## config.mk

```make
export PLATFORM = sky130hd
export DESIGN_NAME = ps2_mouse_packet_cursor_tracker
export DESIGN_NICKNAME = d
export VERILOG_FILES = /design/src/design/ps2mc_pkg.sv /design/src/design/ps2mc_div.sv /design/src/design/ps2_mouse_packet_cursor_tracker.sv
export SDC_FILE = /design/constraint.sdc
export NUM_CORES = 1
export LEC_CHECK = 0
export BUFFER_PORTS_ARGS = -buffer_cell sky130_fd_sc_hd__buf_2
export CAP_MARGIN = 25
export CORE_ASPECT_RATIO = 0.75
export CORE_MARGIN = 1.5
export CORE_UTILIZATION = 61
export DETAILED_ROUTE_END_ITERATION = 6
export HOLD_SLACK_MARGIN = 0.12
export PLACE_DENSITY = 0.87
export SLEW_MARGIN = 20
export SYNTH_ARGS = -nofsm -noshare
export SYNTH_HDL_FRONTEND = slang
export SYNTH_SLANG_ARGS = --single-unit
```

## constraint.sdc

```tcl
create_clock -name clk -period 8.08 [get_ports clk]
set_input_delay 1.616 -clock clk [delete_from_list [all_inputs] [get_ports clk]]
set_output_delay 1.616 -clock clk [all_outputs]
set_load 0.02 [all_outputs]
```

## src/design/ps2mc_pkg.sv

```systemverilog
// ============================================================================
// ps2mc_pkg
// Shared constants for the PS/2 mouse packet cursor tracker.
// ============================================================================
package ps2mc_pkg;

    // Default text screen geometry
    localparam int COLUMNS_DEF = 80;
    localparam int ROWS_DEF    = 25;

    // Field widths fixed by the packet format
    localparam int DATA_W   = 8;
    localparam int DELTA_W  = 9;
    localparam int BUTTON_W = 3;
    localparam int LEN_W    = 3;
    localparam int STEP_W   = 8;
    localparam int CFG_IDX_W = 2;

    // Largest step a register can hold, sets the position range
    localparam int STEP_MAX = 255;

    // Shortest packet: flags, X, Y
    localparam logic [LEN_W-1:0] MIN_LEN = 3'd3;
    localparam int PKT_BYTES = 3;

    // Configuration register indexes
    localparam logic [CFG_IDX_W-1:0] REG_PACKET_LENGTH = 2'd0;
    localparam logic [CFG_IDX_W-1:0] REG_STEP_X        = 2'd1;
    localparam logic [CFG_IDX_W-1:0] REG_STEP_Y        = 2'd2;

    // Register reset values
    localparam logic [LEN_W-1:0]  PACKET_LENGTH_RST = 3'd3;
    localparam logic [STEP_W-1:0] STEP_X_RST        = 8'd8;
    localparam logic [STEP_W-1:0] STEP_Y_RST        = 8'd12;

    // Flag byte bit positions
    localparam int FLAG_X_SIGN = 4;
    localparam int FLAG_Y_SIGN = 5;

endpackage

```

## src/design/ps2mc_div.sv

```systemverilog
// ============================================================================
// ps2mc_div
// Restoring divider, one quotient bit per cycle, 8-bit divisor.
// ============================================================================
module ps2mc_div
    import ps2mc_pkg::*;
#(
    parameter int W = 16
)
(
    input  logic              clk,
    input  logic              rst_n,
    input  logic              start,
    input  logic [W-1:0]      dividend,
    input  logic [STEP_W-1:0] divisor,
    output logic              done,
    output logic [W-1:0]      quotient
);

    localparam int CNT_W = $clog2(W + 1);

    logic [CNT_W-1:0]  cnt_reg, cnt_next;
    logic              done_reg, done_next;
    logic [W-1:0]      quo_reg, quo_next;
    logic [STEP_W-1:0] rem_reg, rem_next;
    logic [STEP_W:0]   rem_shift;
    logic [STEP_W:0]   rem_sub;
    logic [STEP_W-1:0] dvs_reg;

    assign rem_shift = {rem_reg, quo_reg[W-1]};
    assign rem_sub   = rem_shift - {1'b0, dvs_reg};

    always_comb
    begin
        cnt_next  = cnt_reg;
        done_next = 1'b0;
        quo_next  = quo_reg;
        rem_next  = rem_reg;
        if (start)
        begin
            cnt_next = CNT_W'(W);
            quo_next = dividend;
            rem_next = '0;
        end
        else if (cnt_reg != '0)
        begin
            // remainder stays below the divisor, so it fits in STEP_W bits
            if (rem_shift >= {1'b0, dvs_reg})
            begin
                rem_next = rem_sub[STEP_W-1:0];
                quo_next = {quo_reg[W-2:0], 1'b1};
            end
            else
            begin
                rem_next = rem_shift[STEP_W-1:0];
                quo_next = {quo_reg[W-2:0], 1'b0};
            end
            cnt_next  = cnt_reg - 1'b1;
            done_next = (cnt_reg == CNT_W'(1));
        end
    end

    always_ff @(posedge clk or negedge rst_n)
    begin
        if (!rst_n)
        begin
            cnt_reg  <= '0;
            done_reg <= 1'b0;
        end
        else
        begin
            cnt_reg  <= cnt_next;
            done_reg <= done_next;
        end
    end

    always_ff @(posedge clk)
    begin
        quo_reg <= quo_next;
        rem_reg <= rem_next;
        if (start)
        begin
            dvs_reg <= divisor;
        end
    end

    assign done     = done_reg;
    assign quotient = quo_reg;

endmodule

```

## src/design/ps2_mouse_packet_cursor_tracker.sv

```systemverilog
// ============================================================================
// ps2_mouse_packet_cursor_tracker
// Collects PS/2 mouse bytes into packets, updates a clamped cursor position
// and reports buttons, deltas, position and old/new text-cell indices.
// ============================================================================
//
//  channel | signals                                   | direction
//  --------+-------------------------------------------+----------
//  in      | in_valid, in_ready, rx_byte               | byte in
//  out     | out_valid, out_ready, buttons ... new_cell | packet out
//  cfg     | cfg_valid, cfg_ready, cfg_index, cfg_data | reg write
//
//  A non-final byte is taken while the sequencer stays idle. The final
//  byte of a packet passes through the delta/clamp step, four runs of the
//  single shared divider (old X, old Y, new X, new Y) and the output load
//  before the result is offered; DIV_W is 15 at the default geometry.
//  in_ready drops while a packet is being worked on and while its result
//  waits for the output register to free up. Reset clears the byte counter
//  and cursor position at once and returns the registers to reset values.
//
module ps2_mouse_packet_cursor_tracker
    import ps2mc_pkg::*;
#(
    parameter int COLUMNS = COLUMNS_DEF,
    parameter int ROWS    = ROWS_DEF,
    localparam int X_W    = $clog2((COLUMNS - 1) * STEP_MAX + 1),
    localparam int Y_W    = $clog2((ROWS - 1) * STEP_MAX + 1),
    localparam int CELL_W = $clog2(COLUMNS * ROWS)
)
(
    input  logic                      clk,
    input  logic                      rst_n,
    // byte input
    input  logic                      in_valid,
    output logic                      in_ready,
    input  logic [DATA_W-1:0]         rx_byte,
    // packet result
    output logic                      out_valid,
    input  logic                      out_ready,
    output logic [BUTTON_W-1:0]       buttons,
    output logic signed [DELTA_W-1:0] delta_x,
    output logic signed [DELTA_W-1:0] delta_y,
    output logic [X_W-1:0]            cursor_x,
    output logic [Y_W-1:0]            cursor_y,
    output logic                      moved,
    output logic [CELL_W-1:0]         old_cell,
    output logic [CELL_W-1:0]         new_cell,
    // register writes
    input  logic                      cfg_valid,
    output logic                      cfg_ready,
    input  logic [CFG_IDX_W-1:0]      cfg_index,
    input  logic [DATA_W-1:0]         cfg_data
);

    localparam int DIV_W = (X_W > Y_W) ? X_W : Y_W;
    localparam int SX_W  = X_W + 2;   // signed sum width, X axis
    localparam int SY_W  = Y_W + 2;   // signed sum width, Y axis

    // sequencer codes
    localparam logic [2:0] S_IDLE     = 3'd0;
    localparam logic [2:0] S_CALC     = 3'd1;
    localparam logic [2:0] S_DIV_GO   = 3'd2;
    localparam logic [2:0] S_DIV_WAIT = 3'd3;
    localparam logic [2:0] S_OUT      = 3'd4;

    // divide operations, bit 0 picks the axis, bit 1 picks new position
    localparam logic [1:0] OP_OLD_X = 2'd0;
    localparam logic [1:0] OP_OLD_Y = 2'd1;
    localparam logic [1:0] OP_NEW_X = 2'd2;
    localparam logic [1:0] OP_NEW_Y = 2'd3;

    // ---------------- configuration registers ----------------
    logic [LEN_W-1:0]  packet_length_reg;
    logic [STEP_W-1:0] step_x_reg;
    logic [STEP_W-1:0] step_y_reg;
    logic [LEN_W-1:0]  len_eff;
    logic [STEP_W-1:0] sx_eff;
    logic [STEP_W-1:0] sy_eff;

    assign cfg_ready = 1'b1;

    always_ff @(posedge clk or negedge rst_n)
    begin
        if (!rst_n)
        begin
            packet_length_reg <= PACKET_LENGTH_RST;
            step_x_reg        <= STEP_X_RST;
            step_y_reg        <= STEP_Y_RST;
        end
        else if (cfg_valid && cfg_ready)
        begin
            unique case (cfg_index)
                REG_PACKET_LENGTH: packet_length_reg <= cfg_data[LEN_W-1:0];
                REG_STEP_X:        step_x_reg        <= cfg_data;
                REG_STEP_Y:        step_y_reg        <= cfg_data;
                default: ;  // unmapped index, write dropped
            endcase
        end
    end

    // lengths below three act as three, zero steps act as one
    assign len_eff = (packet_length_reg < MIN_LEN) ? MIN_LEN : packet_length_reg;
    assign sx_eff  = (step_x_reg == '0) ? STEP_W'(1) : step_x_reg;
    assign sy_eff  = (step_y_reg == '0) ? STEP_W'(1) : step_y_reg;

    // ---------------- byte collection ----------------
    logic [2:0]        state_reg, state_next;
    logic [LEN_W-1:0]  byte_index_reg, byte_index_next;
    logic [LEN_W-1:0]  idx_inc;
    logic              in_fire;
    logic              last_byte;
    logic [DATA_W-1:0] pkt_reg [PKT_BYTES];

    assign in_ready  = (state_reg == S_IDLE);
    assign in_fire   = in_valid && in_ready;
    assign idx_inc   = byte_index_reg + 1'b1;   // wraps like the 3-bit counter
    assign last_byte = (idx_inc >= len_eff);

    always_comb
    begin
        byte_index_next = byte_index_reg;
        if (in_fire)
        begin
            byte_index_next = last_byte ? '0 : idx_inc;
        end
    end

    // wheel bytes past the third are counted, not kept
    always_ff @(posedge clk)
    begin
        if (in_fire && (byte_index_reg < LEN_W'(PKT_BYTES)))
        begin
            pkt_reg[byte_index_reg[1:0]] <= rx_byte;
        end
    end

    // ---------------- delta decode and clamp (S_CALC) ----------------
    logic signed [DELTA_W-1:0] dx;
    logic signed [DELTA_W-1:0] dy;
    logic signed [SX_W-1:0]    sum_x;
    logic signed [SY_W-1:0]    sum_y;
    logic [X_W-1:0]            hi_x;
    logic [Y_W-1:0]            hi_y;
    logic [X_W-1:0]            nx;
    logic [Y_W-1:0]            ny;

    assign dx = {pkt_reg[0][FLAG_X_SIGN], pkt_reg[1]};
    assign dy = {pkt_reg[0][FLAG_Y_SIGN], pkt_reg[2]};

    assign hi_x = X_W'((COLUMNS - 1) * int'(sx_eff));
    assign hi_y = Y_W'((ROWS - 1) * int'(sy_eff));

    logic [X_W-1:0] pos_x_reg, pos_x_next;
    logic [Y_W-1:0] pos_y_reg, pos_y_next;

    // X adds, Y subtracts (screen rows grow downward)
    assign sum_x = $signed({2'b00, pos_x_reg}) + SX_W'(dx);
    assign sum_y = $signed({2'b00, pos_y_reg}) - SY_W'(dy);

    always_comb
    begin
        priority if (sum_x < 0)
        begin
            nx = '0;
        end
        else if (sum_x > $signed({2'b00, hi_x}))
        begin
            nx = hi_x;
        end
        else
        begin
            nx = sum_x[X_W-1:0];
        end
    end

    always_comb
    begin
        priority if (sum_y < 0)
        begin
            ny = '0;
        end
        else if (sum_y > $signed({2'b00, hi_y}))
        begin
            ny = hi_y;
        end
        else
        begin
            ny = sum_y[Y_W-1:0];
        end
    end

    // ---------------- shared divider ----------------
    logic [1:0]        op_reg, op_next;
    logic              div_start;
    logic              div_done;
    logic [DIV_W-1:0]  div_dividend;
    logic [STEP_W-1:0] div_divisor;
    logic [DIV_W-1:0]  div_quo;
    logic [X_W-1:0]    old_x_reg;
    logic [Y_W-1:0]    old_y_reg;
    logic [X_W-1:0]    sel_x;
    logic [Y_W-1:0]    sel_y;

    assign sel_x        = op_reg[1] ? pos_x_reg : old_x_reg;
    assign sel_y        = op_reg[1] ? pos_y_reg : old_y_reg;
    assign div_dividend = op_reg[0] ? DIV_W'(sel_y) : DIV_W'(sel_x);
    assign div_divisor  = op_reg[0] ? sy_eff : sx_eff;
    assign div_start    = (state_reg == S_DIV_GO);

    ps2mc_div #(
        .W (DIV_W)
    ) u_div (
        .clk      (clk),
        .rst_n    (rst_n),
        .start    (div_start),
        .dividend (div_dividend),
        .divisor  (div_divisor),
        .done     (div_done),
        .quotient (div_quo)
    );

    // row quotient arrives second: cell = row * COLUMNS + column
    logic [DIV_W-1:0]  qx_reg;
    logic [CELL_W-1:0] cell_calc;

    assign cell_calc = CELL_W'(int'(div_quo) * COLUMNS + int'(qx_reg));

    // ---------------- sequencer ----------------
    logic out_load;

    always_comb
    begin
        state_next = state_reg;
        op_next    = op_reg;
        out_load   = 1'b0;
        pos_x_next = pos_x_reg;
        pos_y_next = pos_y_reg;
        unique case (state_reg)
            S_IDLE:
            begin
                if (in_fire && last_byte)
                begin
                    state_next = S_CALC;
                end
            end
            S_CALC:
            begin
                pos_x_next = nx;
                pos_y_next = ny;
                op_next    = OP_OLD_X;
                state_next = S_DIV_GO;
            end
            S_DIV_GO:
            begin
                state_next = S_DIV_WAIT;
            end
            S_DIV_WAIT:
            begin
                if (div_done)
                begin
                    if (op_reg == OP_NEW_Y)
                    begin
                        state_next = S_OUT;
                    end
                    else
                    begin
                        op_next    = op_reg + 1'b1;
                        state_next = S_DIV_GO;
                    end
                end
            end
            S_OUT:
            begin
                if (!out_valid || out_ready)
                begin
                    out_load   = 1'b1;
                    state_next = S_IDLE;
                end
            end
            default:
            begin
                state_next = S_IDLE;
            end
        endcase
    end

    logic out_valid_reg, out_valid_next;

    always_comb
    begin
        out_valid_next = out_valid_reg;
        if (out_load)
        begin
            out_valid_next = 1'b1;
        end
        else if (out_ready)
        begin
            out_valid_next = 1'b0;
        end
    end

    always_ff @(posedge clk or negedge rst_n)
    begin
        if (!rst_n)
        begin
            state_reg      <= S_IDLE;
            op_reg         <= OP_OLD_X;
            byte_index_reg <= '0;
            pos_x_reg      <= '0;
            pos_y_reg      <= '0;
            out_valid_reg  <= 1'b0;
        end
        else
        begin
            state_reg      <= state_next;
            op_reg         <= op_next;
            byte_index_reg <= byte_index_next;
            pos_x_reg      <= pos_x_next;
            pos_y_reg      <= pos_y_next;
            out_valid_reg  <= out_valid_next;
        end
    end

    // ---------------- working and output payload ----------------
    logic [BUTTON_W-1:0]       btn_reg;
    logic signed [DELTA_W-1:0] dx_reg;
    logic signed [DELTA_W-1:0] dy_reg;
    logic                      moved_reg;
    logic [CELL_W-1:0]         old_cell_reg;
    logic [CELL_W-1:0]         new_cell_reg;

    logic [BUTTON_W-1:0]       buttons_reg;
    logic signed [DELTA_W-1:0] delta_x_reg;
    logic signed [DELTA_W-1:0] delta_y_reg;
    logic [X_W-1:0]            cursor_x_reg;
    logic [Y_W-1:0]            cursor_y_reg;
    logic                      moved_out_reg;
    logic [CELL_W-1:0]         old_cell_out_reg;
    logic [CELL_W-1:0]         new_cell_out_reg;

    always_ff @(posedge clk)
    begin
        if (state_reg == S_CALC)
        begin
            btn_reg   <= pkt_reg[0][BUTTON_W-1:0];
            dx_reg    <= dx;
            dy_reg    <= dy;
            moved_reg <= (nx != pos_x_reg) || (ny != pos_y_reg);
            old_x_reg <= pos_x_reg;
            old_y_reg <= pos_y_reg;
        end
        if ((state_reg == S_DIV_WAIT) && div_done)
        begin
            unique case (op_reg)
                OP_OLD_X: qx_reg       <= div_quo;
                OP_OLD_Y: old_cell_reg <= cell_calc;
                OP_NEW_X: qx_reg       <= div_quo;
                OP_NEW_Y: new_cell_reg <= cell_calc;
                default: ;
            endcase
        end
        if (out_load)
        begin
            buttons_reg      <= btn_reg;
            delta_x_reg      <= dx_reg;
            delta_y_reg      <= dy_reg;
            cursor_x_reg     <= pos_x_reg;
            cursor_y_reg     <= pos_y_reg;
            moved_out_reg    <= moved_reg;
            old_cell_out_reg <= old_cell_reg;
            new_cell_out_reg <= new_cell_reg;
        end
    end

    assign out_valid = out_valid_reg;
    assign buttons   = buttons_reg;
    assign delta_x   = delta_x_reg;
    assign delta_y   = delta_y_reg;
    assign cursor_x  = cursor_x_reg;
    assign cursor_y  = cursor_y_reg;
    assign moved     = moved_out_reg;
    assign old_cell  = old_cell_out_reg;
    assign new_cell  = new_cell_out_reg;

endmodule
```

# Word level (Yosys, flattened, before mapping)
# Memory sizes are Yosys's and may differ from the RTL's.
# Cells that the tools add are included.
# word_totals
ff_bits,247
ram_bits,24
out_inout_bits,75
mem_count,1
# op_classes
n_addsub,7
mul,3
magnitude_cmp,8
eq_ne,16
muxes,34
n_reduce_logical,25
# memory_table
name,words,width,read_ports,rd_ports_with_merged_regs,write_ports,line,source
pkt_reg,3,8,3,0,1,ps2_mouse_packet_cursor_tracker.sv:112,logic [DATA_W-1:0] pkt_reg [PKT_BYTES];
# op_table
operator,count
2-to-1 mux 15 bit,6
2-to-1 mux 13 bit,3
2-to-1 mux 8 bit,4
2-to-1 mux 3 bit,6
adder 16 x 9 -> 17 bit,1
greater-than comparator 17 x 16 -> 1 bit,1
"less-than comparator 17 x 1 -> 1 bit, second input constant",1
zero test 8 bit,2
greater-than comparator 15 x 14 -> 1 bit,1
"less-than comparator 15 x 1 -> 1 bit, second input constant",1
"multiplier 15 x 3 -> 7 bit, second input constant",1
"multiplier 7 x 8 -> 15 bit, first input constant",1
inequality test 15 bit,1
case mux 3 bit (5 select lines),1
subtractor 14 x 9 -> 15 bit,1
inequality test 13 bit,1
AND reduction 2 bit,6
adder 11 bit,1
"multiplier 2 x 8 -> 10 bit, first input constant",1
>= comparator 9 x 8 -> 1 bit,1
2-to-1 mux 1 bit,9
2-to-1 mux 4 bit,2
subtractor 8 bit,1
"equality test 2 bit, second input constant",3
other kinds (23),37

# Longest topological paths before layout
# depth
depth_word,8
mapped_depth,33
depth_no_buf,32

# Cells and area by module
# A second synthesis with hierarchy kept.
# unflattened
cells_unflattened,1259
hier_area_um2,15084.5
# modules_own_cells
mod,n_inst,cells_each,area_each_um2,seq_area_each_um2
ps2_mouse_packet_cursor_tracker,1,1093,13102.6,6692.7
ps2mc_div,1,166,1981.9,975.9

# Least setup slack after synthesis
# No wires, ideal clock.
# synth_timing
path_kind,register to register
from,register step_x_reg[3]
to,"register moved_reg, data pin"
arrival_ns,6.444
required_ns,7.802
slack_ns,1.359
stages_incl_launch_ff,30
path_cell_list,dfstp_2 > inv_1 > ha_1 > nand3_1 > nand2b_1 > nand2_1 > fa_1 > inv_1 > ha_1 > inv_1 > fa_1 > fa_1 > inv_1 > ha_1 > o21a_1 > a21o_1 > a21oi_1 > nand2b_1 > a21oi_1 > xnor2_1 > inv_1 > ha_1 > a2111oi_0 > a31o_2 > o21a_1 > clkbuf_1 > a21oi_1 > or2_2 > a2111oi_2 > o2111ai_1
# synth_between
elab_chain_len,8
# synth_rtl
item,line,source
start: declaration,ps2_mouse_packet_cursor_tracker.sv:74,logic [STEP_W-1:0] step_x_reg;
start signal: assignment,ps2_mouse_packet_cursor_tracker.sv:94,REG_STEP_X: step_x_reg <= cfg_data;
zero test 8 bit,ps2_mouse_packet_cursor_tracker.sv:103,assign sx_eff = (step_x_reg == '0) ? STEP_W'(1) : step_x_reg;
2-to-1 mux 8 bit (*),ps2_mouse_packet_cursor_tracker.sv:103,
multiplier 7 x 8 -> 15 bit (*),ps2_mouse_packet_cursor_tracker.sv:150,assign hi_x = X_W'((COLUMNS - 1) * int'(sx_eff));
greater-than comparator 17 x 16 -> 1 bit,ps2_mouse_packet_cursor_tracker.sv:166,"else if (sum_x > $signed({2'b00, hi_x}))"
2-to-1 mux 15 bit (*),ps2_mouse_packet_cursor_tracker.sv:166,
2-to-1 mux 15 bit (*),ps2_mouse_packet_cursor_tracker.sv:162,priority if (sum_x < 0)
inequality test 15 bit (*),ps2_mouse_packet_cursor_tracker.sv:348,moved_reg <= (nx != pos_x_reg) || (ny != pos_y_reg);
logical OR 1 bit (*),ps2_mouse_packet_cursor_tracker.sv:348,
end signal: assignment,ps2_mouse_packet_cursor_tracker.sv:348,
end: declaration,ps2_mouse_packet_cursor_tracker.sv:328,logic moved_reg;
# Mark *: on every way between the ends. The rest lies on a longest branch, timed or not.
# A chain may end at the register's enable or synchronous reset.

# Worst setup path in the final report
# Same ends and word-level chain as after synthesis.

==> flow_summary.json <==
{
  "layout_min_cycle_time_ns": 7.478,
  "avgViaCountPerCell": 6.031,
  "synth_area_um2": 14890,
  "finalCritPeriodShare_pct": 92.55,
  "antenna_found_initial": 0,
  "gp_congestion": 0.9556,
  "layout-drive-gt1-share_pct": 15.07,
  "dieWidth_um": 183.4,
  "hold_viol": 0,
  "tritoncts": "done",
  "yosys_warnings": 0,
  "cp_top_family": "adder cells",
  "grt_overflow": 0,
  "synth-xor-area-share_pct": 3.882,
  "synthFlopType": "edfxtp_1",
  "crit_cells": 30,
  "grtUsageTotal_pct": 27.38,
  "die_h_um": 138.3,
  "synth.area.mux_share_pct": 5.352,
  "cp-end-kind": "flip-flop",
  "critical_path_class": "reg2reg",
  "drt-total-wl_mm": 34.45,
  "slew_viol_final": 0,
  "synthesis.nets": 1449,
  "cts.clk_slew.worst_paths_ns": 0.07,
  "holdBufCountCts": 0,
  "setup_viol": 0,
  "cpMaxStageDelayCell": "dfstp_2",
  "drtAntennaViolNets": 0,
  "synth_fa_ha_area_share_pct": 13.38,
  "crit_start": "step_x_reg[3]$_DFFE_PN1P_",
  "num_io_pins": 98,
  "hold_class": "reg2reg",
  "grt_setup_unrepaired": "no",
  "max_freq_mhz": 133.7,
  "syn_inst": 1277,
  "grt_max_degree": 73,
  "ys_seq_area_share_pct": 51.50,
  "yosys.area.top_type": "edfxtp_1",
  "skew_ns": 0.01080,
  "reg2reg_depth": 30,
  "fin_nets": 1552,
  "synth_cell_types": 76,
  "yosys.area.top_type_share_pct": 40.13,
  "cts_made_buffers": 26,
  "coreArea_um2": 23970,
  "fillers": 1692,
  "clock_latency_ns": 0.54,
  "final_common_cell": "edfxtp_1",
  "syn_area_per_cell_um2": 11.66,
  "dr_total_vias": 10439,
  "place_ws_ns": 0.4006,
  "clock-root-buffer": "clkbuf_16",
  "h-tree-depth": 1,
  "std_cell_rows": 49,
  "synth_top_family_by_area": "adder cells",
  "synthArstFlopShare_pct": 22.76,
  "synth_edf_count": 199,
  "die-area_um2": 25370,
  "synth_compound_area_share_pct": 12.13,
  "status": "completed",
  "cts_setup_buffers": 0,
  "grt_pass1_vias": 9987,
  "antenna_cells": 0,
  "critPathArrivalTime_ns": 7.74,
  "regToRegStartpoint": "step_x_reg[3]$_DFFE_PN1P_",
  "mostFrequentLayoutCells": "edfxtp_1, nand2_1, ha_1",
  "drc": 0,
  "required_ns": 8.34,
  "r2r_end": "moved_reg$_DFFE_PP_",
  "dp_hpwl_mm": 25.69,
  "drt_iter0_markers": 1017,
  "worstSetupEndpoint": "moved_reg$_DFFE_PP_",
  "synth_area_leaders": "edfxtp_1, ha_1, dfrtp_1",
  "io_buffers": 96,
  "max_stage_delay_ns": 0.57,
  "yosys.area_share.simple_pct": 10.02,
  "clkSinkCount": 268,
  "post_drt_wl_per_cell_um": 19.90,
  "cts_buffer_depth": 3,
  "cts_resized": 0,
  "rrSetupSlack_ns": 0.60,
  "tightest_slew_ns": 0.9325,
  "path_buf_inv": 4,
  "start_util_pct": 62.12,
  "firstDrtPassIters": 7,
  "setup_ws_ns": 0.6016,
  "area_growth_syn_to_layout_pct": 11.30,
  "critical_path_peak_fanout": 22,
  "maxCapViolations": 0,
  "grt_pass1_wl_mm": 54.08,
  "fin_hold_ws_ns": 0.4169,
  "slew_headroom_pct": 37.36,
  "startpoint_type": "flip-flop",
  "ys_seq_elements": 268,
  "tns_ns": 0
}
==> how the worst min path moves through the flow <==
stage	start	end	slack, ns	depth (start not counted)
CTS	btn_reg[0]$_DFFE_PP_	buttons[0]$_DFFE_PP_	0.41	0
floorplan	pkt_reg[0][0]$_DFFE_PP_	btn_reg[0]$_DFFE_PP_	0.40	0
global route	btn_reg[0]$_DFFE_PP_	buttons[0]$_DFFE_PP_	0.42	0
detailed placement	dx_reg[7]$_DFFE_PP_	delta_x[7]$_DFFE_PP_	0.40	0
finish	old_cell_reg[0]$_DFFE_PP_	old_cell[0]$_DFFE_PP_	0.42	0
global placement	pkt_reg[0][1]$_DFFE_PP_	btn_reg[1]$_DFFE_PP_	0.40	0
==> worst reg2reg max path, delay by kind of cell (launching register included) <==
family | cells | cell delay [ns]
flip-flops | 1 | 0.57
adder cells (fa/ha/maj) | 7 | 2.62
XOR/XNOR | 2 | 0.32
AND/OR/NAND/NOR | 8 | 1.46
buffers and inverters | 4 | 0.22
AO/OA/AOI/OAI | 9 | 2.02
==> kinds of logic after synthesis <==
| kind of cell | count (synthesis) |
|---|---|
| AO/OA/AOI/OAI | 270 |
| XOR/XNOR | 66 |
| adder cells (fa/ha/maj) | 149 |
| buffers and inverters | 142 |
| flip-flops | 268 |
| multiplexers | 60 |
| other | 1 |
| AND/OR/NAND/NOR | 321 |
==> area by class of cell <==
cell class                 instances  area, um^2  share of cell area [%]
sequential                       268        7669                   46.27
multi-input combinational        867        6679                   40.30
clock buffer                      29       671.9                   4.054
timing repair buffer             105       568.0                   3.427
inverter                         112       420.4                   2.537
tap                              331       414.1                   2.499
clock inverter                    19       151.4                  0.9135
==> cell usage after synthesis (10+ instances only) <==
library cell / n
a211oi_1: 15
o31ai_1: 12
o21ai_0: 56
nand2b_1: 18
xnor2_1: 42
nand3_1: 24
o21a_1: 11
o211ai_1: 12
ha_1: 132
edfxtp_1: 199
inv_1: 112
nor2_1: 61
a21o_1: 24
nor2b_1: 10
mux2i_1: 20
nand2_1: 139
clkbuf_1: 24
xor2_1: 24
mux4_2: 13
nor3_1: 16
dfrtp_1: 56
mux2_2: 27
and2_1: 14
fa_1: 17
a21oi_1: 62
==> through the flow <==
stage                     utilization [%]  cells  instance area, um^2
after global placement              65.55   1681                15710
after global routing                69.14   1731                16570
after detailed placement            65.58   1682                15720
final                               69.14   1731                16570
after CTS                           69.02   1730                16540
after floorplan                         -   1277                14890
==> metal layers <==
metal / up-vias / track usage [%] / part of all wire (%)
met1: 5022 / 40.45 / 44
met3: 52 / 6.138 / 10
li1: 4853 / - / -
met5: - / 0 / 0
met4: 0 / 7.808 / 2.5
met2: 512 / 40.77 / 44
Power is left out: the tool's default activity adds up to more than one toggle a clock period on the data nets, which glitch-free logic cannot reach.
